**src/rtl/core/prc_pkg.sv**
```systemverilog
`default_nettype none
package prc_pkg;

    // Data set limits and accumulator widths
    localparam int MAX_PAIRS = 1024;
    localparam int CNT_W     = 11;
    localparam int SUM_W     = 26;
    localparam int SQ_W      = 41;
    localparam int XY_W      = 42;

    // Back end arithmetic widths
    localparam int OPW   = 52;          // multiplier and divider operand magnitude
    localparam int PRW   = 2 * OPW;     // product width
    localparam int VW    = 54;          // signed variance and covariance terms
    localparam int DNW   = OPW + 16;    // shifted dividend
    localparam int QW    = 34;          // quotient bits kept
    localparam int RW    = OPW + 1;     // divider remainder
    localparam int SPW   = 102;         // radicand
    localparam int SRW   = SPW / 2;     // root
    localparam int SREMW = SRW + 4;     // root remainder
    localparam int SEQ_W = 7;           // step counter

    localparam logic [1:0] STATUS_OK    = 2'd0;
    localparam logic [1:0] STATUS_XVAR  = 2'd1;
    localparam logic [1:0] STATUS_YVAR  = 2'd2;
    localparam logic [1:0] STATUS_OVFL  = 2'd3;

    typedef struct packed {
        logic signed [15:0] x_value;
        logic signed [15:0] y_value;
        logic               last_pair;
    } prc_sample_t;

    typedef struct packed {
        logic signed [31:0] slope;
        logic signed [31:0] intercept;
        logic signed [15:0] correlation;
        logic signed [31:0] mean_x;
        logic signed [31:0] mean_y;
        logic [10:0]        pair_count;
        logic [1:0]         status;
    } prc_result_t;

    // Sums of one finished data set, handed from front to back
    typedef struct packed {
        logic [CNT_W-1:0]        count;
        logic signed [SUM_W-1:0] sum_x;
        logic signed [SUM_W-1:0] sum_y;
        logic [SQ_W-1:0]         sum_xx;
        logic [SQ_W-1:0]         sum_yy;
        logic signed [XY_W-1:0]  sum_xy;
        logic                    ovfl;
    } prc_snap_t;

    typedef enum logic [3:0] {
        S_IDLE,
        S_MXX_A,
        S_MXX_B,
        S_MYY_A,
        S_MYY_B,
        S_MXY_A,
        S_MXY_B,
        S_MEAN_X,
        S_MEAN_Y,
        S_SLOPE,
        S_ICPT,
        S_PVAR,
        S_SQRT,
        S_CORR,
        S_OUT
    } prc_state_t;

endpackage
`default_nettype wire

```
**src/rtl/core/prc_queue.sv**
```systemverilog
`default_nettype none
module prc_queue (
    input  wire logic               clk,
    input  wire logic               rst_n,
    input  wire logic               push,
    input  wire prc_pkg::prc_snap_t push_data,
    output logic                    full,
    input  wire logic               pop,
    output logic                    not_empty,
    output prc_pkg::prc_snap_t      head
);
    import prc_pkg::*;

    prc_snap_t  entry_reg [2];
    logic       wr_ptr_reg, rd_ptr_reg;
    logic [1:0] fill_reg;

    assign full      = (fill_reg == 2'd2);
    assign not_empty = (fill_reg != 2'd0);
    assign head      = entry_reg[rd_ptr_reg];

    // Store a set at the write pointer
    always_ff @(posedge clk)
    begin
        if (push)
        begin
            entry_reg[wr_ptr_reg] <= push_data;
        end
    end

    // Advance pointers and fill level
    always_ff @(posedge clk or negedge rst_n)
    begin
        if (!rst_n)
        begin
            wr_ptr_reg <= 1'b0;
            rd_ptr_reg <= 1'b0;
            fill_reg   <= 2'd0;
        end
        else
        begin
            if (push)
            begin
                wr_ptr_reg <= !wr_ptr_reg;
            end
            if (pop)
            begin
                rd_ptr_reg <= !rd_ptr_reg;
            end
            if (push && !pop)
            begin
                fill_reg <= fill_reg + 1'b1;
            end
            else if (pop && !push)
            begin
                fill_reg <= fill_reg - 1'b1;
            end
        end
    end

endmodule
`default_nettype wire

```
**config.mk**
```make
export PLATFORM = sky130hd
export DESIGN_NAME = prc_queue
export DESIGN_NICKNAME = d
export VERILOG_FILES = /design/src/rtl/core/prc_pkg.sv /design/src/rtl/core/prc_queue.sv
export SDC_FILE = /design/constraint.sdc
export NUM_CORES = 1
export LEC_CHECK = 0
export ABC_AREA = 1
export ABC_CLOCK_PERIOD_IN_PS = 9650
export BUFFER_PORTS_ARGS = -buffer_cell sky130_fd_sc_hd__buf_2
export CAP_MARGIN = 20
export CORE_MARGIN = 10
export CORE_UTILIZATION = 44
export CTS_CLUSTER_SIZE = 20
export DETAILED_ROUTE_END_ITERATION = 10
export PLACE_DENSITY = 0.79
export SLEW_MARGIN = 20
export SYNTH_ARGS = -nofsm -noshare
export SYNTH_HDL_FRONTEND = slang
export SYNTH_SLANG_ARGS = --single-unit
```
**constraint.sdc**
```tcl
create_clock -name clk -period 9.65 [get_ports clk]
set_input_delay 0 -clock clk [delete_from_list [all_inputs] [get_ports clk]]
set_output_delay 0 -clock clk [all_outputs]
set_load 0.01 [all_outputs]
```
# == Word level (Yosys, flattened, before mapping) ==
# Memory sizes are Yosys's and may differ from the RTL's.
# Cells that the tools add are included.
# W data, S select, Z words.
# op_classes
n_addsub,2
reduce_logical,8
n_eq_ne,1
muxes,4
# ops
operator,n
$logic_not A1 Y1,4
$mux W2,2
$reduce_bool A2 Y1,2
$add A2 B1 Y2 const B,1
$eq A2 B2 Y1 const B,1
$logic_and A1 B1 Y1,2
$mux W1,2
$sub A2 B1 Y2 const B,1
# word_totals
ram_bits,376
word_cells,19
in_bits,192
memories,1
reg_bits,4
output_inout_bits,190
# memory_table
name,depth,width,read_ports,rd_ports_with_merged_regs,wr,line_no,rtl
entry_reg,2,188,1,0,1,prc_queue.sv:14,prc_snap_t entry_reg [2];

# == Logic depth before layout (Yosys ltp) ==
# logic_depth
depth_word,4
depth_mapped,7
ltp_nobuf,7

# == Worst setup path before layout ==
# OpenSTA, ideal clock, no wires.
# synth_path
path_type,flip-flop to flip-flop
startpoint,reg wr_ptr_reg
endpoint,mem entry_reg[0][0] in the netlist's numbering (enable)
t_arrival_ns,8.209
path_slack_ns,0.696
t_required_ns,8.906
stages_incl_launch_ff,2
setup_ns,0.744
synth_period_minus_slack_ns,8.954
cell_sequence,dfrtp_1 nor2_1
# synth_lines
element,line_no,rtl
start: declaration,prc_queue.sv:15,"logic wr_ptr_reg, rd_ptr_reg;"
start signal: assignment,prc_queue.sv:44,wr_ptr_reg <= !wr_ptr_reg;
end: declaration,prc_queue.sv:14,
# Straight into the memory's write port.

==> impl_metrics.tcl <==
set metrics [dict create \
    status "finished clean" \
    fmax_mhz 312 \
    first_pass_iters 5 \
    ir_drop_mv 0.348 \
    wirelength_mm 35.8 \
    max_slew.worst_pin.slew_ps 1140 \
    finalHoldViolations 0 \
    total_power_uw 5450 \
    final_cell_mix "buf_2, edfxtp_1, dlygate4sd3_1, mux2_4, mux2_2" \
    slew_viol_final 0 \
    rsz0062_at_grt "false" \
    grt.total_usage_pct 17.5 \
    layout_commonest_cell "buf_2" \
    routed_via_density 4.91 \
    tns_ps 0 \
    cts-htree-levels 2 \
    grt_pass1_wl_mm 53.4 \
    worst_r2r_startpoint "wr_ptr_reg" \
    numCtsBuffers 39 \
    initial_core_util_pct 44.7 \
    cts_tree "built" \
    period_needed_ps 3210 \
    fin_nets 1400 \
    post-route-period-util_pct 33.2 \
    synth-seq-area-share_pct 80.3 \
    antenna_found_initial 4 \
    cts-resized-gates 0 \
    detail-route-antenna-nets 0 \
    synth_cells 610 \
    fin_skew_ps 18.0 \
    leakage_uw 0.00776 \
    die_w_um 200 \
    ys_warn_count 0 \
    syn_area_per_cell_um2 23.2 \
    wl_per_cell_um 21.8 \
    hold_depth 2 \
    globalplace.congestion 0.733 \
    ys_ff_latch 380 \
    rows 65 \
    clock-sinks 380 \
    hold_class "input port to flop" \
    finalSetupViolCount 0 \
    grt_max_degree 189 \
    ff2ff_setup_slack_ps 7100 \
    overflow 0 \
    holdPathEnd "entry_reg[0][171]" \
    clk_pin_slew_ps 60 \
    vias 8066 \
    clk_path_buf_depth 3 \
    utilization_pct 62.0 \
    busiest_layer "met2" \
    pwr_density_cell_nw_per_um2 277 \
    worstReg2RegEnd "entry_reg[1][29]" \
    synth_area_um2 14200 \
    start_kind "flop" \
    fp.dieH_um 200 \
    synthesis.nets 803 \
    grt_use_met1_pct 19.7 \
    cap_violations 0 \
    hpwlAfterDp_mm 21.1 \
    arrival_ps 3210 \
    drc 0 \
    drt_iter0_drc 431 \
    endpoint_kind "output port" \
    largest_reg_flops 376 \
    critical_path_class "flop to output port" \
    drive_above_1_share_pct 51.0 \
    met3_usage_pct 5.89 \
    io_buffers 381 \
    slew_headroom_pct 23.8 \
    area_growth_pct 38.6 \
    ios 382 \
    grtUsageMet2_pct 30.3 \
    core_um2 31700 \
    reg2reg_depth 3 \
    grt_pass1_vias 8963 \
    die_area_um2 39800 \
    netlist-cell-type-count 14 \
    clk_latency_ps 510 \
    cts_root_buffer "clkbuf_16" \
    critPathRequiredTime_ps 9650 \
    cp_max_fo 68 \
    worstHoldStart "push_data[171]" \
]
what timing repair did:
action	CTS	global route
hold buffers	192	0
buffers inserted	0	0
endpoints found under the hold margin	384	0
worst max path at each step:
stage | startpoint | end | slack [ps] | cells after the start
floorplan | wr_ptr_reg | entry_reg[0][0] | 700 | 1
global placement | rd_ptr_reg | head[141] | 6960 | 3
detailed placement | rd_ptr_reg | head[13] | 6960 | 3
CTS | rd_ptr_reg | head[13] | 6380 | 3
global route | rd_ptr_reg | head[13] | 6280 | 3
finish | rd_ptr_reg | head[11] | 6440 | 3
worst max-delay path, stage by stage, from the launching register on:
cell and delay (ps):
dfrtp_4 1100, buf_4 920, mux2_2 420, buf_2 140
logic make-up (layout without fill, tap and decap cells):
| family | count (synthesis) | count (layout) | share of synthesized area, % |
|---|---|---|---|
| buffers and inverters | 28 | 654 | 1.54 |
| xor gates and xnor gates | 3 | 3 | 0.185 |
| muxes | 188 | 188 | 17.6 |
| DFF | 380 | 380 | 80.3 |
| adders and majority gates | 1 | 1 | 0.0882 |
| and+or+nand+nor | 10 | 10 | 0.291 |
| other | 0 | 4 | 0 |
metrics by stage:
step	std cells	area (um^2)	hold WS [ps]	setup WS (ps)
finish	1642	19700	209	6440
global route	1642	19700	193	6280
CTS	1638	19600	177	6380
detailed placement	1376	16500	-177	6960
global placement	1376	16500	-179	6960
floorplan	610	14200	-296	696
per-layer routing:
layer	part of all wire, %	up-vias
met2	51	374
met3	9.7	83
met1	36	3981
li1	-	3628
met5	0	-
met4	3.1	0
power breakdown:
| group | total [uW] | internal [uW] | switching [uW] |
|---|---|---|---|
| registers | 2340 | 2200 | 145 |
| clock network | 1480 | 884 | 599 |
| logic | 1620 | 796 | 827 |
cell type report:
| type | count | area [um^2] |
|---|---|---|
| antenna | 4 | 10.0 |
| clock buffer | 49 | 1060 |
| clock inverter | 21 | 205 |
| fill | 2117 | 12100 |
| inverter | 7 | 33.8 |
| multi-input combinational | 202 | 2580 |
| sequential | 380 | 11400 |
| tap | 402 | 503 |
| timing repair buffer | 577 | 3870 |
cell usage after synthesis:
| cell | instances | area (um^2) |
|---|---|---|
| inv_1 | 7 | 26.3 |
| nand3_1 | 1 | 5.00 |
| xor2_1 | 2 | 17.5 |
| buf_2 | 7 | 35.0 |
| dfrtp_1 | 4 | 100 |
| nand2_1 | 6 | 22.5 |
| mux2_4 | 100 | 1500 |
| buf_6 | 14 | 158 |
| mux2_2 | 88 | 991 |
| nor2_1 | 2 | 7.51 |
| xnor2_1 | 1 | 8.76 |
| nand4_1 | 1 | 6.26 |
| edfxtp_1 | 376 | 11300 |
| ha_1 | 1 | 12.5 |
Power figures use the tool's default switching activity.
