**src/rtl/core/prc_pkg.sv**
```systemverilog
`default_nettype none
package prc_pkg;

    // Data set limits and accumulator widths
    localparam int MAX_PAIRS = 1024;
    localparam int CNT_W     = 11;
    localparam int SUM_W     = 26;
    localparam int SQ_W      = 41;
    localparam int XY_W      = 42;

    // Back end arithmetic widths
    localparam int OPW   = 52;          // multiplier and divider operand magnitude
    localparam int PRW   = 2 * OPW;     // product width
    localparam int VW    = 54;          // signed variance and covariance terms
    localparam int DNW   = OPW + 16;    // shifted dividend
    localparam int QW    = 34;          // quotient bits kept
    localparam int RW    = OPW + 1;     // divider remainder
    localparam int SPW   = 102;         // radicand
    localparam int SRW   = SPW / 2;     // root
    localparam int SREMW = SRW + 4;     // root remainder
    localparam int SEQ_W = 7;           // step counter

    localparam logic [1:0] STATUS_OK    = 2'd0;
    localparam logic [1:0] STATUS_XVAR  = 2'd1;
    localparam logic [1:0] STATUS_YVAR  = 2'd2;
    localparam logic [1:0] STATUS_OVFL  = 2'd3;

    typedef struct packed {
        logic signed [15:0] x_value;
        logic signed [15:0] y_value;
        logic               last_pair;
    } prc_sample_t;

    typedef struct packed {
        logic signed [31:0] slope;
        logic signed [31:0] intercept;
        logic signed [15:0] correlation;
        logic signed [31:0] mean_x;
        logic signed [31:0] mean_y;
        logic [10:0]        pair_count;
        logic [1:0]         status;
    } prc_result_t;

    // Sums of one finished data set, handed from front to back
    typedef struct packed {
        logic [CNT_W-1:0]        count;
        logic signed [SUM_W-1:0] sum_x;
        logic signed [SUM_W-1:0] sum_y;
        logic [SQ_W-1:0]         sum_xx;
        logic [SQ_W-1:0]         sum_yy;
        logic signed [XY_W-1:0]  sum_xy;
        logic                    ovfl;
    } prc_snap_t;

    typedef enum logic [3:0] {
        S_IDLE,
        S_MXX_A,
        S_MXX_B,
        S_MYY_A,
        S_MYY_B,
        S_MXY_A,
        S_MXY_B,
        S_MEAN_X,
        S_MEAN_Y,
        S_SLOPE,
        S_ICPT,
        S_PVAR,
        S_SQRT,
        S_CORR,
        S_OUT
    } prc_state_t;

endpackage
`default_nettype wire

```
**src/rtl/core/prc_front.sv**
```systemverilog
`default_nettype none
module prc_front (
    input  wire logic               clk,
    input  wire logic               rst_n,
    input  wire logic               sample_valid,
    output logic                    sample_ready,
    input  wire prc_pkg::prc_sample_t sample,
    input  wire logic               q_full,
    output logic                    q_push,
    output prc_pkg::prc_snap_t      q_data
);
    import prc_pkg::*;

    logic [CNT_W-1:0]        count_reg, count_next;
    logic signed [SUM_W-1:0] sum_x_reg, sum_x_next;
    logic signed [SUM_W-1:0] sum_y_reg, sum_y_next;
    logic [SQ_W-1:0]         sum_xx_reg, sum_xx_next;
    logic [SQ_W-1:0]         sum_yy_reg, sum_yy_next;
    logic signed [XY_W-1:0]  sum_xy_reg, sum_xy_next;
    logic                    ovfl_reg, ovfl_next;

    logic               accept;
    logic signed [31:0] prod_xx, prod_yy, prod_xy;

    assign sample_ready = !q_full;
    assign accept       = sample_valid && sample_ready;

    assign prod_xx = sample.x_value * sample.x_value;
    assign prod_yy = sample.y_value * sample.y_value;
    assign prod_xy = sample.x_value * sample.y_value;

    // Accumulate or drop the pair, then hand the set over on the last one
    always_comb
    begin
        count_next  = count_reg;
        sum_x_next  = sum_x_reg;
        sum_y_next  = sum_y_reg;
        sum_xx_next = sum_xx_reg;
        sum_yy_next = sum_yy_reg;
        sum_xy_next = sum_xy_reg;
        ovfl_next   = ovfl_reg;
        if (accept)
        begin
            if (count_reg < CNT_W'(MAX_PAIRS))
            begin
                count_next  = count_reg + 1'b1;
                sum_x_next  = sum_x_reg + SUM_W'(sample.x_value);
                sum_y_next  = sum_y_reg + SUM_W'(sample.y_value);
                sum_xx_next = sum_xx_reg + SQ_W'(unsigned'(prod_xx));
                sum_yy_next = sum_yy_reg + SQ_W'(unsigned'(prod_yy));
                sum_xy_next = sum_xy_reg + XY_W'(prod_xy);
            end
            else
            begin
                ovfl_next = 1'b1;
            end
        end
        q_push = accept && sample.last_pair;
        q_data = '{count: count_next, sum_x: sum_x_next, sum_y: sum_y_next,
                   sum_xx: sum_xx_next, sum_yy: sum_yy_next,
                   sum_xy: sum_xy_next, ovfl: ovfl_next};
    end

    always_ff @(posedge clk or negedge rst_n)
    begin
        if (!rst_n)
        begin
            count_reg  <= '0;
            sum_x_reg  <= '0;
            sum_y_reg  <= '0;
            sum_xx_reg <= '0;
            sum_yy_reg <= '0;
            sum_xy_reg <= '0;
            ovfl_reg   <= 1'b0;
        end
        else if (q_push)
        begin
            count_reg  <= '0;
            sum_x_reg  <= '0;
            sum_y_reg  <= '0;
            sum_xx_reg <= '0;
            sum_yy_reg <= '0;
            sum_xy_reg <= '0;
            ovfl_reg   <= 1'b0;
        end
        else
        begin
            count_reg  <= count_next;
            sum_x_reg  <= sum_x_next;
            sum_y_reg  <= sum_y_next;
            sum_xx_reg <= sum_xx_next;
            sum_yy_reg <= sum_yy_next;
            sum_xy_reg <= sum_xy_next;
            ovfl_reg   <= ovfl_next;
        end
    end

endmodule
`default_nettype wire

```
**config.mk**
```make
export PLATFORM = sky130hd
export DESIGN_NAME = prc_front
export DESIGN_NICKNAME = d
export VERILOG_FILES = /design/src/rtl/core/prc_pkg.sv /design/src/rtl/core/prc_front.sv
export SDC_FILE = /design/constraint.sdc
export NUM_CORES = 2
export LEC_CHECK = 0
export ABC_AREA = 1
export ABC_CLOCK_PERIOD_IN_PS = 14700
export BUFFER_PORTS_ARGS = -buffer_cell sky130_fd_sc_hd__buf_4
export CAP_MARGIN = 10
export CORE_MARGIN = 4
export CORE_UTILIZATION = 55
export CTS_CLUSTER_DIAMETER = 50
export CTS_CLUSTER_SIZE = 24
export DETAILED_ROUTE_END_ITERATION = 12
export GPL_TIMING_DRIVEN = 0
export PLACE_DENSITY = 0.71
export REMOVE_ABC_BUFFERS = 1
export SYNTH_ARGS = -nofsm -noshare
export SYNTH_HDL_FRONTEND = slang
export SYNTH_SLANG_ARGS = --single-unit
```
**constraint.sdc**
```tcl
create_clock -name clk -period 14.7 [get_ports clk]
set_clock_uncertainty 0.1 [all_clocks]
set_input_delay 0.735 -clock clk [delete_from_list [all_inputs] [get_ports clk]]
set_output_delay 0.735 -clock clk [all_outputs]
set_load 0.05 [all_outputs]
```
---- Word level (Yosys, flattened, before mapping) ----
Index checks and enable logic that the tools add are counted.
word-level totals
  bits in registers ....................... 188
operators by class
  magnitude comparators ................... 1
  multipliers ............................. 3
  add/subtract/negate cells ............... 6
  muxes and demuxes ....................... 21
  reductions and logical operators ........ 3
operators by type and width
  cell                                                              count
  41-bit 2-to-1 mux                                                 6
  26-bit 2-to-1 mux                                                 6
  42-bit 2-to-1 mux                                                 3
  16-bit by 16-bit multiplier with 32-bit output                    3
  41-bit by 32-bit adder with 41-bit output                         2
  26-bit by 16-bit adder with 26-bit output                         2
  42-bit by 32-bit adder with 42-bit output                         1
  11-bit 2-to-1 mux                                                 3
  11-bit by 1-bit adder with 11-bit output (second input constant)  1
  11-bit less-than comparator (second input constant)               1
  1-bit 2-to-1 mux                                                  3
  1-bit logical AND                                                 2
  1-bit zero test                                                   1

---- Longest topological paths before layout ----
  word-level depth ........................ 5
  gate-level depth with buffers ........... 39

---- Least setup slack after synthesis ----
OpenSTA, ideal clock, no wires.
  path type ............................... input to output
  start point ............................. input port sample[32] (netlist bit)
  end point ............................... output port q_data[121] (netlist bit)
  stages .................................. 32
  buffers on the path ..................... 2
  arrival time ............................ 7.382 ns
  data required time ...................... 13.865 ns
  slack ................................... 6.483 ns
  path through ............................ clkbuf_1 buf_1 nand2_1 inv_1 fa_1 inv_1 fa_1 inv_1 fa_1 inv_1 fa_1 inv_1 fa_1 fa_1 ha_1 nand2_1 nor4_1 nand3_1 nand3_1 nand2b_1 nand2_1 ha_1 nand2_1 nor2_1 nand2_1 nor2_1 nand3_1 nand3_1 nand2_1 nand2_1 nand2_1 inv_1
RTL lines
  item         line             text
  from (decl)  prc_front.sv:7   input wire prc_pkg::prc_sample_t sample,
  to (decl)    prc_front.sv:10  output prc_pkg::prc_snap_t q_data

==> flow_metrics.tcl <==
set metrics [dict create \
    floorplan.die_area_sq_mm 0.0933 \
    grt_max_degree 105 \
    path_buf_inv 7 \
    port_buffers 226 \
    first_iter_violations 2639 \
    fin_tns_setup_ns 0 \
    criticalPathCategory "in -> out" \
    routedWlPerCell_um 16.7 \
    slowest_stage "clkinv_1" \
    place_ws_ns 5.17 \
    async_flop_share 1.00 \
    cts_buffer_depth 2 \
    vias 41464 \
    syn_inst 6685 \
    final_max_slew_viol_count 0 \
    maxCapViolCount 0 \
    critPathTopFamily "adder cells" \
    synth-seq-cells 188 \
    finalSetupViolations 0 \
    syn_area_sq_mm 0.0486 \
    ios 227 \
    hpwl_um 107000 \
    relSlewSlack 0.193 \
    seq_area_frac_synth 0.0967 \
    fmax_mhz 107 \
    rr_startpoint "sum_xy_reg[15]$_DFF_PN0_" \
    h-tree-depth 4 \
    min_period_over_period 0.638 \
    vias_per_cell 5.22 \
    final_cell_mix "1744 x inv_1, 1653 x nand2_1, 813 x fa_1" \
    worstSetupEndpointType "primary output" \
    ys_types 49 \
    drive_gt1_frac 0.0600 \
    core_sq_mm 0.0873 \
    clkTransAtPathRegs_ns 0.08 \
    cts_tree "done" \
    min_from "sum_xx_reg[40]$_DFF_PN0_" \
    fillers 8341 \
    crit_start "sample[32]" \
    fin_util 0.596 \
    cp_max_fo 52 \
    rsz0062_at_grt "no" \
    synth_edf_count 0 \
    grtUsageTotal 0.291 \
    rows 108 \
    nets 8035 \
    hold_slack_ns 0.466 \
    overflow 0 \
    hp-class "reg -> reg" \
    worst_slack_ns 5.32 \
    gp_congestion 0.936 \
    cts_setup_buffers 0 \
    drt_pre_antenna_iters 6 \
    clockRootBuffer "clkbuf_16" \
    post_synth.cell_area_avg_sq_um 7.28 \
    crit_path_start_kind "primary input" \
    cp.required_ns 13.86 \
    largest_reg_flops 42 \
    clock_latency_ns 0.55 \
    cts-buffers-inserted 17 \
    area_growth_pct 6.91 \
    grt_pass1_wl_um 219000 \
    cts_sinks 188 \
    hold_viol_final 0 \
    layout_commonest_cell "inv_1" \
    drtAntennaViolNets 0 \
    drc 0 \
    status "completed" \
    antenna_found_initial 1 \
    fin_crit_ns 9.38 \
    finalWirelength_um 133000 \
    cp.arrival_ns 8.54 \
    antenna_cells 0 \
    slowest_delay_ns 0.63 \
    ys_warn_count 0 \
    die_w_um 305 \
    grt_pass1_vias 43145 \
    initial_core_util 0.557 \
    tightest_slew_ns 1.21 \
    synth_ff_type "dfrtp_1" \
    die_y_um 305 \
]
worst register-to-register path, cell delays in order (launching register included):
cell	delay (ns)
dfrtp_1	0.35
inv_1	0.06
fa_1	0.50
inv_1	0.05
fa_1	0.42
fa_1	0.55
inv_1	0.05
fa_1	0.54
inv_1	0.05
fa_1	0.45
ha_1	0.40
nand2_1	0.14
nor2_1	0.22
nand2_1	0.07
inv_1	0.10
nand2_1	0.08
nand2_1	0.15
nand2_1	0.11
nand2_1	0.08
nand2_1	0.06
nand3_1	0.06
o21ai_0	0.22
nor2_1	0.15
what timing repair did:
item,4_1_cts,5_1_grt
resized for setup,0,0
hold buffers,1,0
hold endpoints to repair,2,0
per-stage QoR:
step,instances,cell area [sq um]
6_report,7939,52000
5_1_grt,7939,52000
4_1_cts,7938,52000
3_3_place_gp,7895,51100
3_5_place_dp,7905,51400
2_1_floorplan,6514,48000
cells in the mapped netlist, types with 2 or more instances:
library cell / n / share of area
and2_1: 16 / 0.0021
nor2_1: 452 / 0.035
o21a_1: 7 / 0.0011
a221oi_1: 2 / 0.00036
o21ai_1: 11 / 0.0011
nor2_2: 7 / 0.00090
nand3_1: 305 / 0.031
a211oi_1: 20 / 0.0031
nand4_1: 48 / 0.0062
a31oi_1: 8 / 0.0010
a21oi_1: 271 / 0.028
inv_2: 3 / 0.00023
or2_1: 2 / 0.00026
nand2_1: 1653 / 0.13
a21o_1: 16 / 0.0025
and3_1: 3 / 0.00039
o211ai_1: 5 / 0.00077
buf_1: 16 / 0.0012
dfrtp_1: 188 / 0.097
nand3_2: 9 / 0.0019
o21ai_0: 161 / 0.017
nor3_1: 35 / 0.0036
a31o_2: 4 / 0.00072
clkbuf_1: 137 / 0.011
a21boi_0: 7 / 0.0011
nor4_1: 11 / 0.0014
inv_1: 1745 / 0.13
o21bai_1: 37 / 0.0057
nor3_2: 4 / 0.00082
or2_2: 99 / 0.013
xnor2_1: 63 / 0.011
fa_1: 814 / 0.33
ha_1: 413 / 0.11
nand3b_1: 7 / 0.0011
nand2_2: 7 / 0.00090
buf_2: 17 / 0.0017
xor2_1: 70 / 0.013
metal layers:
layer	wire, um	global-route usage
met5	0	0
met4	4580	0.102
met3	7660	0.0429
met2	63500	0.494
met1	56800	0.384
final cells by class:
cell class              count  area (sq um)  share of cell area
multi-input cells        4577         36700               0.706
repair buffers            238          1970              0.0379
clock inverters            15           174             0.00334
flip-flops and latches    188          4700              0.0905
clock buffers              17           425             0.00818
well taps                1155          1450              0.0278
inverters                1749          6570               0.126
cells by family (layout without fill, tap and decap cells):
family / after synthesis / after routing / synth area share
flops: 188 / 188 / 0.0967
simple gates: 2662 / 2662 / 0.227
compound gates: 555 / 555 / 0.0629
buf+inv: 1920 / 2019 / 0.149
fa+ha+maj: 1227 / 1227 / 0.441
xor+xnor: 133 / 133 / 0.0239
worst paths after layout:
path	to	slack [ns]	cells past startpoint
min reg2reg	sum_xx_reg[40]$_DFF_PN0_	0.47	2
min in group asynchronous	sum_yy_reg[36]$_DFF_PN0_	0.59	2
min	sum_xx_reg[40]$_DFF_PN0_	0.47	2
max reg2reg	sum_xy_reg[25]$_DFF_PN0_	9.65	22
max	q_data[122]	5.32	31
max in group asynchronous	sum_x_reg[16]$_DFF_PN0_	13.05	3
Power is left out: the tool's default activity adds up to more than one toggle a clock period on the data nets, which glitch-free logic cannot reach.
