--- config.mk ---
export PLATFORM = sky130hd
export DESIGN_NAME = prc_back
export DESIGN_NICKNAME = d
export VERILOG_FILES = /design/src/rtl/core/prc_pkg.sv /design/src/rtl/core/prc_back.sv
export SDC_FILE = /design/constraint.sdc
export NUM_CORES = 2
export LEC_CHECK = 0
export ABC_AREA = 1
export BUFFER_PORTS_ARGS = -buffer_cell sky130_fd_sc_hd__buf_2
export CAP_MARGIN = 5
export CORE_AREA = 2 2 484 390
export DETAILED_ROUTE_END_ITERATION = 10
export DIE_AREA = 0 0 486 392
export PLACE_DENSITY = 0.63
export SLEW_MARGIN = 0
export SYNTH_ARGS = -nofsm -noshare
export SYNTH_HDL_FRONTEND = slang
export SYNTH_SLANG_ARGS = --single-unit
--- constraint.sdc ---
create_clock -name clk -period 14 [get_ports clk]
set_input_delay 2.8 -clock clk [delete_from_list [all_inputs] [get_ports clk]]
set_output_delay 2.8 -clock clk [all_outputs]
set_load 0.005 [all_outputs]
--- src/rtl/core/prc_pkg.sv ---
`default_nettype none
package prc_pkg;

    // Data set limits and accumulator widths
    localparam int MAX_PAIRS = 1024;
    localparam int CNT_W     = 11;
    localparam int SUM_W     = 26;
    localparam int SQ_W      = 41;
    localparam int XY_W      = 42;

    // Back end arithmetic widths
    localparam int OPW   = 52;          // multiplier and divider operand magnitude
    localparam int PRW   = 2 * OPW;     // product width
    localparam int VW    = 54;          // signed variance and covariance terms
    localparam int DNW   = OPW + 16;    // shifted dividend
    localparam int QW    = 34;          // quotient bits kept
    localparam int RW    = OPW + 1;     // divider remainder
    localparam int SPW   = 102;         // radicand
    localparam int SRW   = SPW / 2;     // root
    localparam int SREMW = SRW + 4;     // root remainder
    localparam int SEQ_W = 7;           // step counter

    localparam logic [1:0] STATUS_OK    = 2'd0;
    localparam logic [1:0] STATUS_XVAR  = 2'd1;
    localparam logic [1:0] STATUS_YVAR  = 2'd2;
    localparam logic [1:0] STATUS_OVFL  = 2'd3;

    typedef struct packed {
        logic signed [15:0] x_value;
        logic signed [15:0] y_value;
        logic               last_pair;
    } prc_sample_t;

    typedef struct packed {
        logic signed [31:0] slope;
        logic signed [31:0] intercept;
        logic signed [15:0] correlation;
        logic signed [31:0] mean_x;
        logic signed [31:0] mean_y;
        logic [10:0]        pair_count;
        logic [1:0]         status;
    } prc_result_t;

    // Sums of one finished data set, handed from front to back
    typedef struct packed {
        logic [CNT_W-1:0]        count;
        logic signed [SUM_W-1:0] sum_x;
        logic signed [SUM_W-1:0] sum_y;
        logic [SQ_W-1:0]         sum_xx;
        logic [SQ_W-1:0]         sum_yy;
        logic signed [XY_W-1:0]  sum_xy;
        logic                    ovfl;
    } prc_snap_t;

    typedef enum logic [3:0] {
        S_IDLE,
        S_MXX_A,
        S_MXX_B,
        S_MYY_A,
        S_MYY_B,
        S_MXY_A,
        S_MXY_B,
        S_MEAN_X,
        S_MEAN_Y,
        S_SLOPE,
        S_ICPT,
        S_PVAR,
        S_SQRT,
        S_CORR,
        S_OUT
    } prc_state_t;

endpackage
`default_nettype wire

--- src/rtl/core/prc_back.sv ---
`default_nettype none
module prc_back (
    input  wire logic               clk,
    input  wire logic               rst_n,
    input  wire logic               q_valid,
    input  wire prc_pkg::prc_snap_t q_head,
    output logic                    q_pop,
    output logic                    result_valid,
    input  wire logic               result_ready,
    output prc_pkg::prc_result_t    result
);
    import prc_pkg::*;

    prc_state_t state_reg, state_next;
    logic       busy_reg, busy_next;
    logic [SEQ_W-1:0] cnt_reg, cnt_next;
    prc_snap_t  snap_reg, snap_next;

    // Shift-add multiplier
    logic [PRW-1:0] ma_reg, ma_next;
    logic [OPW-1:0] mb_reg, mb_next;
    logic [PRW-1:0] macc_reg, macc_next;

    // Restoring divider
    logic [DNW-1:0] dnum_reg, dnum_next;
    logic [RW-1:0]  drem_reg, drem_next;
    logic [OPW-1:0] dden_reg, dden_next;
    logic [QW-1:0]  dq_reg, dq_next;
    logic           dovf_reg, dovf_next;

    // Digit-by-digit square root
    logic [SPW-1:0]   sp_reg, sp_next;
    logic [SRW-1:0]   sroot_reg, sroot_next;
    logic [SREMW-1:0] srem_reg, srem_next;

    logic signed [VW-1:0] tprod_reg, tprod_next;
    logic signed [VW-1:0] sxx_reg, sxx_next;
    logic signed [VW-1:0] syy_reg, syy_next;
    logic signed [VW-1:0] sxy_reg, sxy_next;
    logic signed [31:0]   slope_reg, slope_next;
    logic signed [31:0]   icpt_reg, icpt_next;
    logic signed [15:0]   corr_reg, corr_next;
    logic signed [31:0]   mx_reg, mx_next;
    logic signed [31:0]   my_reg, my_next;
    logic [1:0]           status_reg, status_next;
    prc_result_t          res_reg, res_next;
    logic                 res_valid_reg, res_valid_next;

    logic [OPW-1:0] mul_a, mul_b, div_num, div_den;
    logic           mul_neg, div_neg, div_q16;
    logic           is_mul, is_div;

    logic [OPW-1:0]       mag_sx, mag_sy, mag_sxy_sum, mag_sxy, mag_slope, mag_mx;
    logic signed [VW-1:0] prod_val;
    logic [RW-1:0]        div_sh;
    logic [SREMW-1:0]     sq_sh, sq_trial;
    logic [46:0]          icpt_tm;
    logic signed [48:0]   icpt_diff;
    logic signed [31:0]   q16_val;
    logic signed [15:0]   q15_val;
    logic                 sxx_zero, syy_zero;

    function automatic logic [OPW-1:0] mag_of(input logic signed [VW-1:0] v);
        logic signed [VW-1:0] m;
        m = v[VW-1] ? -v : v;
        return m[OPW-1:0];
    endfunction

    assign result_valid = res_valid_reg;
    assign result       = res_reg;

    // Operand magnitudes
    always_comb
    begin
        mag_sx      = mag_of(VW'(snap_reg.sum_x));
        mag_sy      = mag_of(VW'(snap_reg.sum_y));
        mag_sxy_sum = mag_of(VW'(snap_reg.sum_xy));
        mag_sxy     = mag_of(sxy_reg);
        mag_slope   = mag_of(VW'(slope_reg));
        mag_mx      = mag_of(VW'(mx_reg));
        sxx_zero    = sxx_reg[VW-1] || (sxx_reg == '0);
        syy_zero    = syy_reg[VW-1] || (syy_reg == '0);
    end

    // Pick unit and operands for the current step
    always_comb
    begin
        mul_a   = '0;
        mul_b   = '0;
        mul_neg = 1'b0;
        div_num = '0;
        div_den = '0;
        div_neg = 1'b0;
        div_q16 = 1'b1;
        is_mul  = 1'b0;
        is_div  = 1'b0;
        case (state_reg)
            S_MXX_A:
            begin
                is_mul = 1'b1;
                mul_a  = OPW'(snap_reg.count);
                mul_b  = OPW'(snap_reg.sum_xx);
            end
            S_MXX_B:
            begin
                is_mul = 1'b1;
                mul_a  = mag_sx;
                mul_b  = mag_sx;
            end
            S_MYY_A:
            begin
                is_mul = 1'b1;
                mul_a  = OPW'(snap_reg.count);
                mul_b  = OPW'(snap_reg.sum_yy);
            end
            S_MYY_B:
            begin
                is_mul = 1'b1;
                mul_a  = mag_sy;
                mul_b  = mag_sy;
            end
            S_MXY_A:
            begin
                is_mul  = 1'b1;
                mul_a   = OPW'(snap_reg.count);
                mul_b   = mag_sxy_sum;
                mul_neg = snap_reg.sum_xy[XY_W-1];
            end
            S_MXY_B:
            begin
                is_mul  = 1'b1;
                mul_a   = mag_sx;
                mul_b   = mag_sy;
                mul_neg = snap_reg.sum_x[SUM_W-1] ^ snap_reg.sum_y[SUM_W-1];
            end
            S_ICPT:
            begin
                is_mul  = 1'b1;
                mul_a   = mag_slope;
                mul_b   = mag_mx;
                mul_neg = slope_reg[31] ^ mx_reg[31];
            end
            S_PVAR:
            begin
                is_mul = 1'b1;
                mul_a  = sxx_reg[OPW-1:0];
                mul_b  = syy_reg[OPW-1:0];
            end
            S_MEAN_X:
            begin
                is_div  = 1'b1;
                div_num = mag_sx;
                div_den = OPW'(snap_reg.count);
                div_neg = snap_reg.sum_x[SUM_W-1];
            end
            S_MEAN_Y:
            begin
                is_div  = 1'b1;
                div_num = mag_sy;
                div_den = OPW'(snap_reg.count);
                div_neg = snap_reg.sum_y[SUM_W-1];
            end
            S_SLOPE:
            begin
                is_div  = 1'b1;
                div_num = mag_sxy;
                div_den = sxx_reg[OPW-1:0];
                div_neg = sxy_reg[VW-1];
            end
            S_CORR:
            begin
                is_div  = 1'b1;
                div_num = mag_sxy;
                div_den = OPW'(sroot_reg);
                div_neg = sxy_reg[VW-1];
                div_q16 = 1'b0;
            end
            default:
            begin
                is_mul = 1'b0;
            end
        endcase
    end

    // Finished-unit results
    always_comb
    begin
        prod_val  = mul_neg ? -macc_reg[VW-1:0] : macc_reg[VW-1:0];
        icpt_tm   = macc_reg[62:16];
        icpt_diff = 49'(my_reg) - (mul_neg ? -49'(icpt_tm) : 49'(icpt_tm));
        // Saturated Q16.16 quotient
        if (div_neg)
        begin
            q16_val = (dovf_reg || dq_reg > QW'(33'h080000000)) ? 32'sh80000000
                                                               : -dq_reg[31:0];
        end
        else
        begin
            q16_val = (dovf_reg || dq_reg > QW'(32'h7FFFFFFF)) ? 32'sh7FFFFFFF
                                                              : dq_reg[31:0];
        end
        // Saturated Q1.15 quotient
        if (div_neg)
        begin
            q15_val = (dovf_reg || dq_reg > QW'(16'h8000)) ? 16'sh8000 : -dq_reg[15:0];
        end
        else
        begin
            q15_val = (dovf_reg || dq_reg > QW'(16'h7FFF)) ? 16'sh7FFF : dq_reg[15:0];
        end
        div_sh   = {drem_reg[RW-2:0], dnum_reg[DNW-1]};
        sq_sh    = {srem_reg[SREMW-3:0], sp_reg[SPW-1:SPW-2]};
        sq_trial = SREMW'({sroot_reg, 2'b01});
    end

    // Sequencer and shared units
    always_comb
    begin
        state_next     = state_reg;
        busy_next      = busy_reg;
        cnt_next       = cnt_reg;
        snap_next      = snap_reg;
        ma_next        = ma_reg;
        mb_next        = mb_reg;
        macc_next      = macc_reg;
        dnum_next      = dnum_reg;
        drem_next      = drem_reg;
        dden_next      = dden_reg;
        dq_next        = dq_reg;
        dovf_next      = dovf_reg;
        sp_next        = sp_reg;
        sroot_next     = sroot_reg;
        srem_next      = srem_reg;
        tprod_next     = tprod_reg;
        sxx_next       = sxx_reg;
        syy_next       = syy_reg;
        sxy_next       = sxy_reg;
        slope_next     = slope_reg;
        icpt_next      = icpt_reg;
        corr_next      = corr_reg;
        mx_next        = mx_reg;
        my_next        = my_reg;
        status_next    = status_reg;
        res_next       = res_reg;
        res_valid_next = res_valid_reg && !result_ready;
        q_pop          = 1'b0;

        case (state_reg)
            S_IDLE:
            begin
                if (q_valid)
                begin
                    q_pop       = 1'b1;
                    snap_next   = q_head;
                    slope_next  = '0;
                    icpt_next   = '0;
                    corr_next   = '0;
                    mx_next     = '0;
                    my_next     = '0;
                    status_next = STATUS_OK;
                    busy_next   = 1'b0;
                    state_next  = S_MXX_A;
                end
            end
            S_SQRT:
            begin
                if (!busy_reg)
                begin
                    sroot_next = '0;
                    srem_next  = '0;
                    cnt_next   = '0;
                    busy_next  = 1'b1;
                end
                else if (cnt_reg != SEQ_W'(SRW))
                begin
                    // One root bit per step
                    if (sq_sh >= sq_trial)
                    begin
                        srem_next  = sq_sh - sq_trial;
                        sroot_next = {sroot_reg[SRW-2:0], 1'b1};
                    end
                    else
                    begin
                        srem_next  = sq_sh;
                        sroot_next = {sroot_reg[SRW-2:0], 1'b0};
                    end
                    sp_next  = {sp_reg[SPW-3:0], 2'b00};
                    cnt_next = cnt_reg + 1'b1;
                end
                else
                begin
                    busy_next  = 1'b0;
                    state_next = S_CORR;
                end
            end
            S_OUT:
            begin
                if (!res_valid_reg || result_ready)
                begin
                    res_next = '{slope: slope_reg, intercept: icpt_reg,
                                 correlation: corr_reg, mean_x: mx_reg, mean_y: my_reg,
                                 pair_count: snap_reg.count, status: status_reg};
                    res_valid_next = 1'b1;
                    state_next     = S_IDLE;
                end
            end
            default:
            begin
                if (is_mul)
                begin
                    if (!busy_reg)
                    begin
                        ma_next   = PRW'(mul_a);
                        mb_next   = mul_b;
                        macc_next = '0;
                        cnt_next  = '0;
                        busy_next = 1'b1;
                    end
                    else if (cnt_reg != SEQ_W'(OPW))
                    begin
                        if (mb_reg[0])
                        begin
                            macc_next = macc_reg + ma_reg;
                        end
                        ma_next  = {ma_reg[PRW-2:0], 1'b0};
                        mb_next  = {1'b0, mb_reg[OPW-1:1]};
                        cnt_next = cnt_reg + 1'b1;
                    end
                    else
                    begin
                        busy_next = 1'b0;
                        case (state_reg)
                            S_MXX_A:
                            begin
                                tprod_next = prod_val;
                                state_next = S_MXX_B;
                            end
                            S_MXX_B:
                            begin
                                sxx_next   = tprod_reg - prod_val;
                                state_next = S_MYY_A;
                            end
                            S_MYY_A:
                            begin
                                tprod_next = prod_val;
                                state_next = S_MYY_B;
                            end
                            S_MYY_B:
                            begin
                                syy_next   = tprod_reg - prod_val;
                                state_next = S_MXY_A;
                            end
                            S_MXY_A:
                            begin
                                tprod_next = prod_val;
                                state_next = S_MXY_B;
                            end
                            S_MXY_B:
                            begin
                                sxy_next = tprod_reg - prod_val;
                                if (snap_reg.ovfl)
                                begin
                                    status_next = STATUS_OVFL;
                                    state_next  = S_OUT;
                                end
                                else
                                begin
                                    state_next = S_MEAN_X;
                                end
                            end
                            S_ICPT:
                            begin
                                if (icpt_diff > 49'sh0007FFFFFFF)
                                begin
                                    icpt_next = 32'sh7FFFFFFF;
                                end
                                else if (icpt_diff < -49'sh00080000000)
                                begin
                                    icpt_next = 32'sh80000000;
                                end
                                else
                                begin
                                    icpt_next = icpt_diff[31:0];
                                end
                                if (syy_zero)
                                begin
                                    status_next = STATUS_YVAR;
                                    state_next  = S_OUT;
                                end
                                else
                                begin
                                    state_next = S_PVAR;
                                end
                            end
                            default:
                            begin
                                sp_next    = macc_reg[SPW-1:0];
                                state_next = S_SQRT;
                            end
                        endcase
                    end
                end
                else if (is_div)
                begin
                    if (!busy_reg)
                    begin
                        dnum_next = div_q16 ? {div_num, 16'b0} : {1'b0, div_num, 15'b0};
                        drem_next = '0;
                        dden_next = div_den;
                        dq_next   = '0;
                        dovf_next = 1'b0;
                        cnt_next  = '0;
                        busy_next = 1'b1;
                    end
                    else if (cnt_reg != SEQ_W'(DNW))
                    begin
                        // One quotient bit per step
                        if (div_sh >= {1'b0, dden_reg})
                        begin
                            drem_next = div_sh - {1'b0, dden_reg};
                            dq_next   = {dq_reg[QW-2:0], 1'b1};
                        end
                        else
                        begin
                            drem_next = div_sh;
                            dq_next   = {dq_reg[QW-2:0], 1'b0};
                        end
                        dovf_next = dovf_reg || dq_reg[QW-1];
                        dnum_next = {dnum_reg[DNW-2:0], 1'b0};
                        cnt_next  = cnt_reg + 1'b1;
                    end
                    else
                    begin
                        busy_next = 1'b0;
                        case (state_reg)
                            S_MEAN_X:
                            begin
                                mx_next    = (snap_reg.count == '0) ? '0 : q16_val;
                                state_next = S_MEAN_Y;
                            end
                            S_MEAN_Y:
                            begin
                                my_next = (snap_reg.count == '0) ? '0 : q16_val;
                                if (sxx_zero)
                                begin
                                    status_next = STATUS_XVAR;
                                    state_next  = S_OUT;
                                end
                                else
                                begin
                                    state_next = S_SLOPE;
                                end
                            end
                            S_SLOPE:
                            begin
                                slope_next = q16_val;
                                state_next = S_ICPT;
                            end
                            default:
                            begin
                                corr_next  = q15_val;
                                state_next = S_OUT;
                            end
                        endcase
                    end
                end
                else
                begin
                    state_next = S_IDLE;
                end
            end
        endcase
    end

    // Control state
    always_ff @(posedge clk or negedge rst_n)
    begin
        if (!rst_n)
        begin
            state_reg     <= S_IDLE;
            busy_reg      <= 1'b0;
            cnt_reg       <= '0;
            res_valid_reg <= 1'b0;
        end
        else
        begin
            state_reg     <= state_next;
            busy_reg      <= busy_next;
            cnt_reg       <= cnt_next;
            res_valid_reg <= res_valid_next;
        end
    end

    // Datapath
    always_ff @(posedge clk)
    begin
        snap_reg   <= snap_next;
        ma_reg     <= ma_next;
        mb_reg     <= mb_next;
        macc_reg   <= macc_next;
        dnum_reg   <= dnum_next;
        drem_reg   <= drem_next;
        dden_reg   <= dden_next;
        dq_reg     <= dq_next;
        dovf_reg   <= dovf_next;
        sp_reg     <= sp_next;
        sroot_reg  <= sroot_next;
        srem_reg   <= srem_next;
        tprod_reg  <= tprod_next;
        sxx_reg    <= sxx_next;
        syy_reg    <= syy_next;
        sxy_reg    <= sxy_next;
        slope_reg  <= slope_next;
        icpt_reg   <= icpt_next;
        corr_reg   <= corr_next;
        mx_reg     <= mx_next;
        my_reg     <= my_next;
        status_reg <= status_next;
        res_reg    <= res_next;
    end

endmodule
`default_nettype wire

---- Yosys cells after proc, flatten, opt, wreduce, memory -nomap -nowiden ----
Cells that the tools add are included.
storage, ports and cells
  word-level logic and storage cells ...... 313
  input port bits ......................... 192
  ROM bits ................................ 0
  memories ................................ 0
  bits in registers ....................... 1393
  memory bits (writable) .................. 0
  output and inout bits ................... 159
  latch bits .............................. 0
operators by class
  add/subtract/negate cells ............... 16
  eq/ne operators ......................... 46
  divide/modulo/power cells ............... 0
  bitwise operators ....................... 9
  mux-type cells .......................... 133
  multiply operators ...................... 0
  shifts and indexed selects .............. 0
  $lt $le $gt $ge ......................... 8
  reduce and logical (&&, ||, !) cells .... 61
operators by type and width
  operator             count
  $mux W32             26
  $mux W102            6
  $mux W52             11
  $pmux W52 S7         1
  $mux W104            3
  $pmux W52 S3         2
  $pmux W52 S5         1
  $pmux W32 S2         4
  $mux W68             3
  $pmux W102 S2        1
  $mux W16             9
  $logic_not A54 Y1    2
  $mux W53             2
  $add A104 B104 Y104  1
  $neg A26 Y52         2
  $neg A32 Y52         2
  $mux W7              8
  $ge A55 B53 Y1       1
  $mux W54             1
  $neg A54 Y54         1
  $sub A54 B54 Y54     1
  $ge A53 B52 Y1       1
  $sub A53 B53 Y53     1
  $neg A42 Y52         1
  other kinds (65)     182

---- Logic depth before layout (Yosys ltp) ----
  word-level depth ........................ 12
  depth in mapped cells ................... 34
  mapped depth without buffers ............ 31

---- Worst setup path before layout ----
No wires, ideal clock.
  path kind ............................... input port to output port
  from .................................... in q_valid
  to ...................................... out q_pop
  data required time ...................... 11.200 ns
  path buffers ............................ 0
  setup slack ............................. 0.576 ns
  cell stages on the path ................. 2
  arrival time ............................ 10.624 ns
  path through ............................ inv_1 > nor2_1
on the way
  word-level cells in the longest chain between the ends .. 2
ends and longest elaborated chain
  item                RTL line         RTL
  start: declaration  prc_back.sv:5    input wire logic q_valid,
  $mux W1             prc_back.sv:251  if (q_valid)
  $mux W1             prc_back.sv:248  case (state_reg)
  end: declaration    prc_back.sv:7    output logic q_pop,
No other way between the ends.

---- Final worst setup path ----
  from .................................... reg state_reg[1]
  to ...................................... reg icpt_reg[18], data pin
on the way
  word-level cells in the longest chain between the ends .. 12
  elaborated cells between the ends (all ways) .. 19
  those cells by class .................... add/sub (1); order compare (2); eq/ne (5); mux (9); reduce/logical (2)
ends and longest elaborated chain
  item                                          RTL line         RTL
  start: declaration                            prc_back.sv:14   prc_state_t state_reg, state_next;
  start signal: assignment                      prc_back.sv:487  state_reg <= state_next;
  $eq A4 B4 Y1 or $eq A4 B3 Y1 (tied branches)  prc_back.sv:97   case (state_reg)
  $pmux W1 S3                                   prc_back.sv:97
  $mux W49                                      prc_back.sv:190  icpt_diff = 49'(my_reg) - (mul_neg ? -49'(icpt_tm) : 49'(icpt_tm));
  $sub A49 B49 Y49                              prc_back.sv:190
  $lt A49 B32 Y1                                prc_back.sv:377  else if (icpt_diff < -49'sh00080000000)
  $mux W32                                      prc_back.sv:377
  $mux W32                                      prc_back.sv:373  if (icpt_diff > 49'sh0007FFFFFFF)
  $mux W32                                      prc_back.sv:332  case (state_reg)
  $mux W32                                      prc_back.sv:319  else if (cnt_reg != SEQ_W'(OPW))
  $mux W32                                      prc_back.sv:311  if (!busy_reg)
  $mux W32                                      prc_back.sv:309  if (is_mul)
  $pmux W32 S2 *                                prc_back.sv:248
  end signal: assignment                        prc_back.sv:514  icpt_reg <= icpt_next;
  end: declaration                              prc_back.sv:41   logic signed [31:0] icpt_reg, icpt_next;
Every way passes the cells marked *; elsewhere a longest branch is shown, timed or not. The select of a mux whose other input is x is not followed.
A chain may end at the register's enable or synchronous reset.

==> impl_metrics.tcl <==
set metrics [dict create \
    post-dp-hpwl_um 273500 \
    finalHoldViolations 0 \
    start_util 0.4469 \
    wire_per_inst_um 27.08 \
    drcViolationCount 0 \
    synth_area_leaders "edfxtp_1, nand2_1, inv_1" \
    synthesis.nets 10339 \
    synth_warnings 0 \
    end_kind "flip-flop" \
    first_pass_iters 9 \
    final_cell_mix "nand2_1, edfxtp_1, inv_1, nor2_1, a21oi_1" \
    yosys.area.top_type_share 0.4912 \
    yosysTopAreaCell "edfxtp_1" \
    avgViaCountPerCell 5.854 \
    cts.sinks 1373 \
    rsz0062_at_grt "no" \
    finClkSkew_ns 0.04021 \
    cts_setup_buffers 0 \
    ys_seq_area_frac 0.4951 \
    power_density_nw_per_um2 97.47 \
    drtAntennaViolNets 0 \
    r2r_start "state_reg[1]" \
    setup_viol 0 \
    peakVddDrop_v 0.0001015 \
    postCtsHoldBufs 0 \
    insertion_delay_ns 0.82 \
    clockBufferDepth 3 \
    cts_inserted_buffers 149 \
    cp-start-kind "flip-flop" \
    largest_reg_flops 188 \
    syn_area_um2 83140 \
    synth.distinct_cells 70 \
    gp_congestion 1.056 \
    cts-root-buf "clkbuf_16" \
    cts_tree "built" \
    worst-r2r-cell-count 29 \
    wl_um 345100 \
    detail_route.iter0.violations 10343 \
    fp.dieW_um 486 \
    setup_tns_ns 0 \
    crit_required_ns 14.49 \
    synth-edff-count 1360 \
    hold_start "icpt_reg[11]" \
    crit_start "state_reg[1]" \
    worstPathArrival_ns 8.30 \
    dieArea_um2 190500 \
    io_pins 351 \
    synthArstFlopShare 0.009468 \
    clk_pin_slew_ns 0.06 \
    slew-limit-headroom 0.05235 \
    grt.total_usage 0.3539 \
    drive_above_1_share 0.07932 \
    fin_util 0.5004 \
    crit_fanout 64 \
    synth_seq_cells 1373 \
    timing.fmax_mhz 127.9 \
    dr_total_vias 74590 \
    ys.flop_type "edfxtp_1" \
    layout.nets 10669 \
    syn_inst 9825 \
    syn_area_per_cell_um2 8.462 \
    antenna_found_initial 51 \
    num_rows 142 \
    min_path_type "reg2reg" \
    crit_slowest_cell "nand2_1" \
    io_buffers 350 \
    cp_common_cell "nand2_1" \
    crit_path_max_incr_delay_ns 0.90 \
    power_mw 9.073 \
    period_needed_ns 7.817 \
    hold_depth 0 \
    total_leakage_power_nw 38.71 \
    min_period_over_period 0.5584 \
    cts_resized 0 \
    grt_pass1_vias 69532 \
    overflow 0 \
    tightestPinTransition_ns 1.417 \
    die_h_um 392 \
    syn_to_final_growth_pct 11.95 \
    drv_cap 0 \
    core-area_um2 186000 \
    drv_slew 0 \
    h-tree-depth 4 \
    final_common_cell "nand2_1" \
    grt_start_max_net_pins 147 \
    status "finished, final reports clean" \
    path_class "reg2reg" \
    grt_pass1_wl_um 487900 \
]
synth_stat cells (9+ instances only):
library cell	number
a211oi_1	24
a21boi_0	14
a21o_1	67
a21oi_1	739
a221oi_1	43
a22oi_1	11
a31oi_1	71
and3_1	12
buf_1	21
buf_2	35
clkbuf_1	189
dfrtp_1	13
edfxtp_1	1360
ha_1	318
inv_1	1357
inv_2	27
nand2_1	2253
nand2_2	9
nand3_1	396
nand3b_1	18
nand4_1	104
nor2_1	1037
nor2_2	17
nor3_1	167
nor3_2	16
nor4_1	84
o2111ai_1	36
o211ai_1	59
o21a_1	44
o21ai_0	668
o21ai_1	26
o21bai_1	45
o221ai_1	16
o22ai_1	49
o31ai_1	17
or2_2	17
xnor2_1	114
xor2_1	239
metal layers:
layer	routed length, um	part of all wire	track usage
met1	155900	0.45	0.5273
met2	138100	0.40	0.4928
met3	40040	0.12	0.1015
met4	10860	0.031	0.1050
met5	139	0.00040	0
through the flow:
stage          hold WS (ns)  area (um2)  setup WS [ns]  std cells
2_1_floorplan        0.4003       83140         0.5761       9825
3_3_place_gp         0.4082       87730          6.675      12452
3_5_place_dp         0.4107       87730          6.532      12452
4_1_cts              0.4166       93030          6.520      12723
5_1_grt              0.4188       93040          5.793      12725
6_report             0.4203       93080          6.183      12741
final timing paths:
check                          endpoint  slack [ns]
hold / removal              result[104]        0.42
min in group asynchronous  result_valid        2.00
setup reg to reg           icpt_reg[18]        6.18
max in group asynchronous      busy_reg       11.53
setup / recovery           icpt_reg[18]        6.18
hold reg to reg             result[104]        0.42
area by class of cell:
type                    count  area [um2]
repair buffers            437        2417
diodes                     18       45.04
clock inverters           106        1496
flip-flops and latches   1373       41170
well taps                2448        3063
fillers                 17764       92940
clock buffers             165        3810
inverters                1388        5224
multi-input cells        6806       35860
worst max-delay path: cells and delay by family (launching register included):
kind | cells | cell delay [ns]
AOI/OAI and AO/OA | 4 | 0.58
xor gates and xnor gates | 1 | 0.19
adders and majority gates | 1 | 0.47
buffers and inverters | 4 | 1.62
DFF | 1 | 0.80
and+or+nand+nor | 19 | 3.71
cell families (layout without fill, tap and decap cells):
kind of cell	count (synthesis)	in the layout	share of synthesized area
AOI/OAI and AO/OA	1965	1965	0.1347
adders and majority gates	322	322	0.04882
buffers and inverters	1646	2096	0.07571
other	0	18	0
xor gates and xnor gates	355	355	0.03758
and+or+nand+nor	4164	4164	0.2081
DFF	1373	1373	0.4951
where the power goes:
group	total [mW]	leakage [nW]	internal [mW]	switching (mW)
registers	4.49	12.0	4.48	0.0105
clock network	4.38	2.57	2.54	1.84
logic	0.209	24.1	0.0678	0.141
total	9.07	38.7	7.08	1.99
No activity file was read; power rests on OpenSTA's default activity.
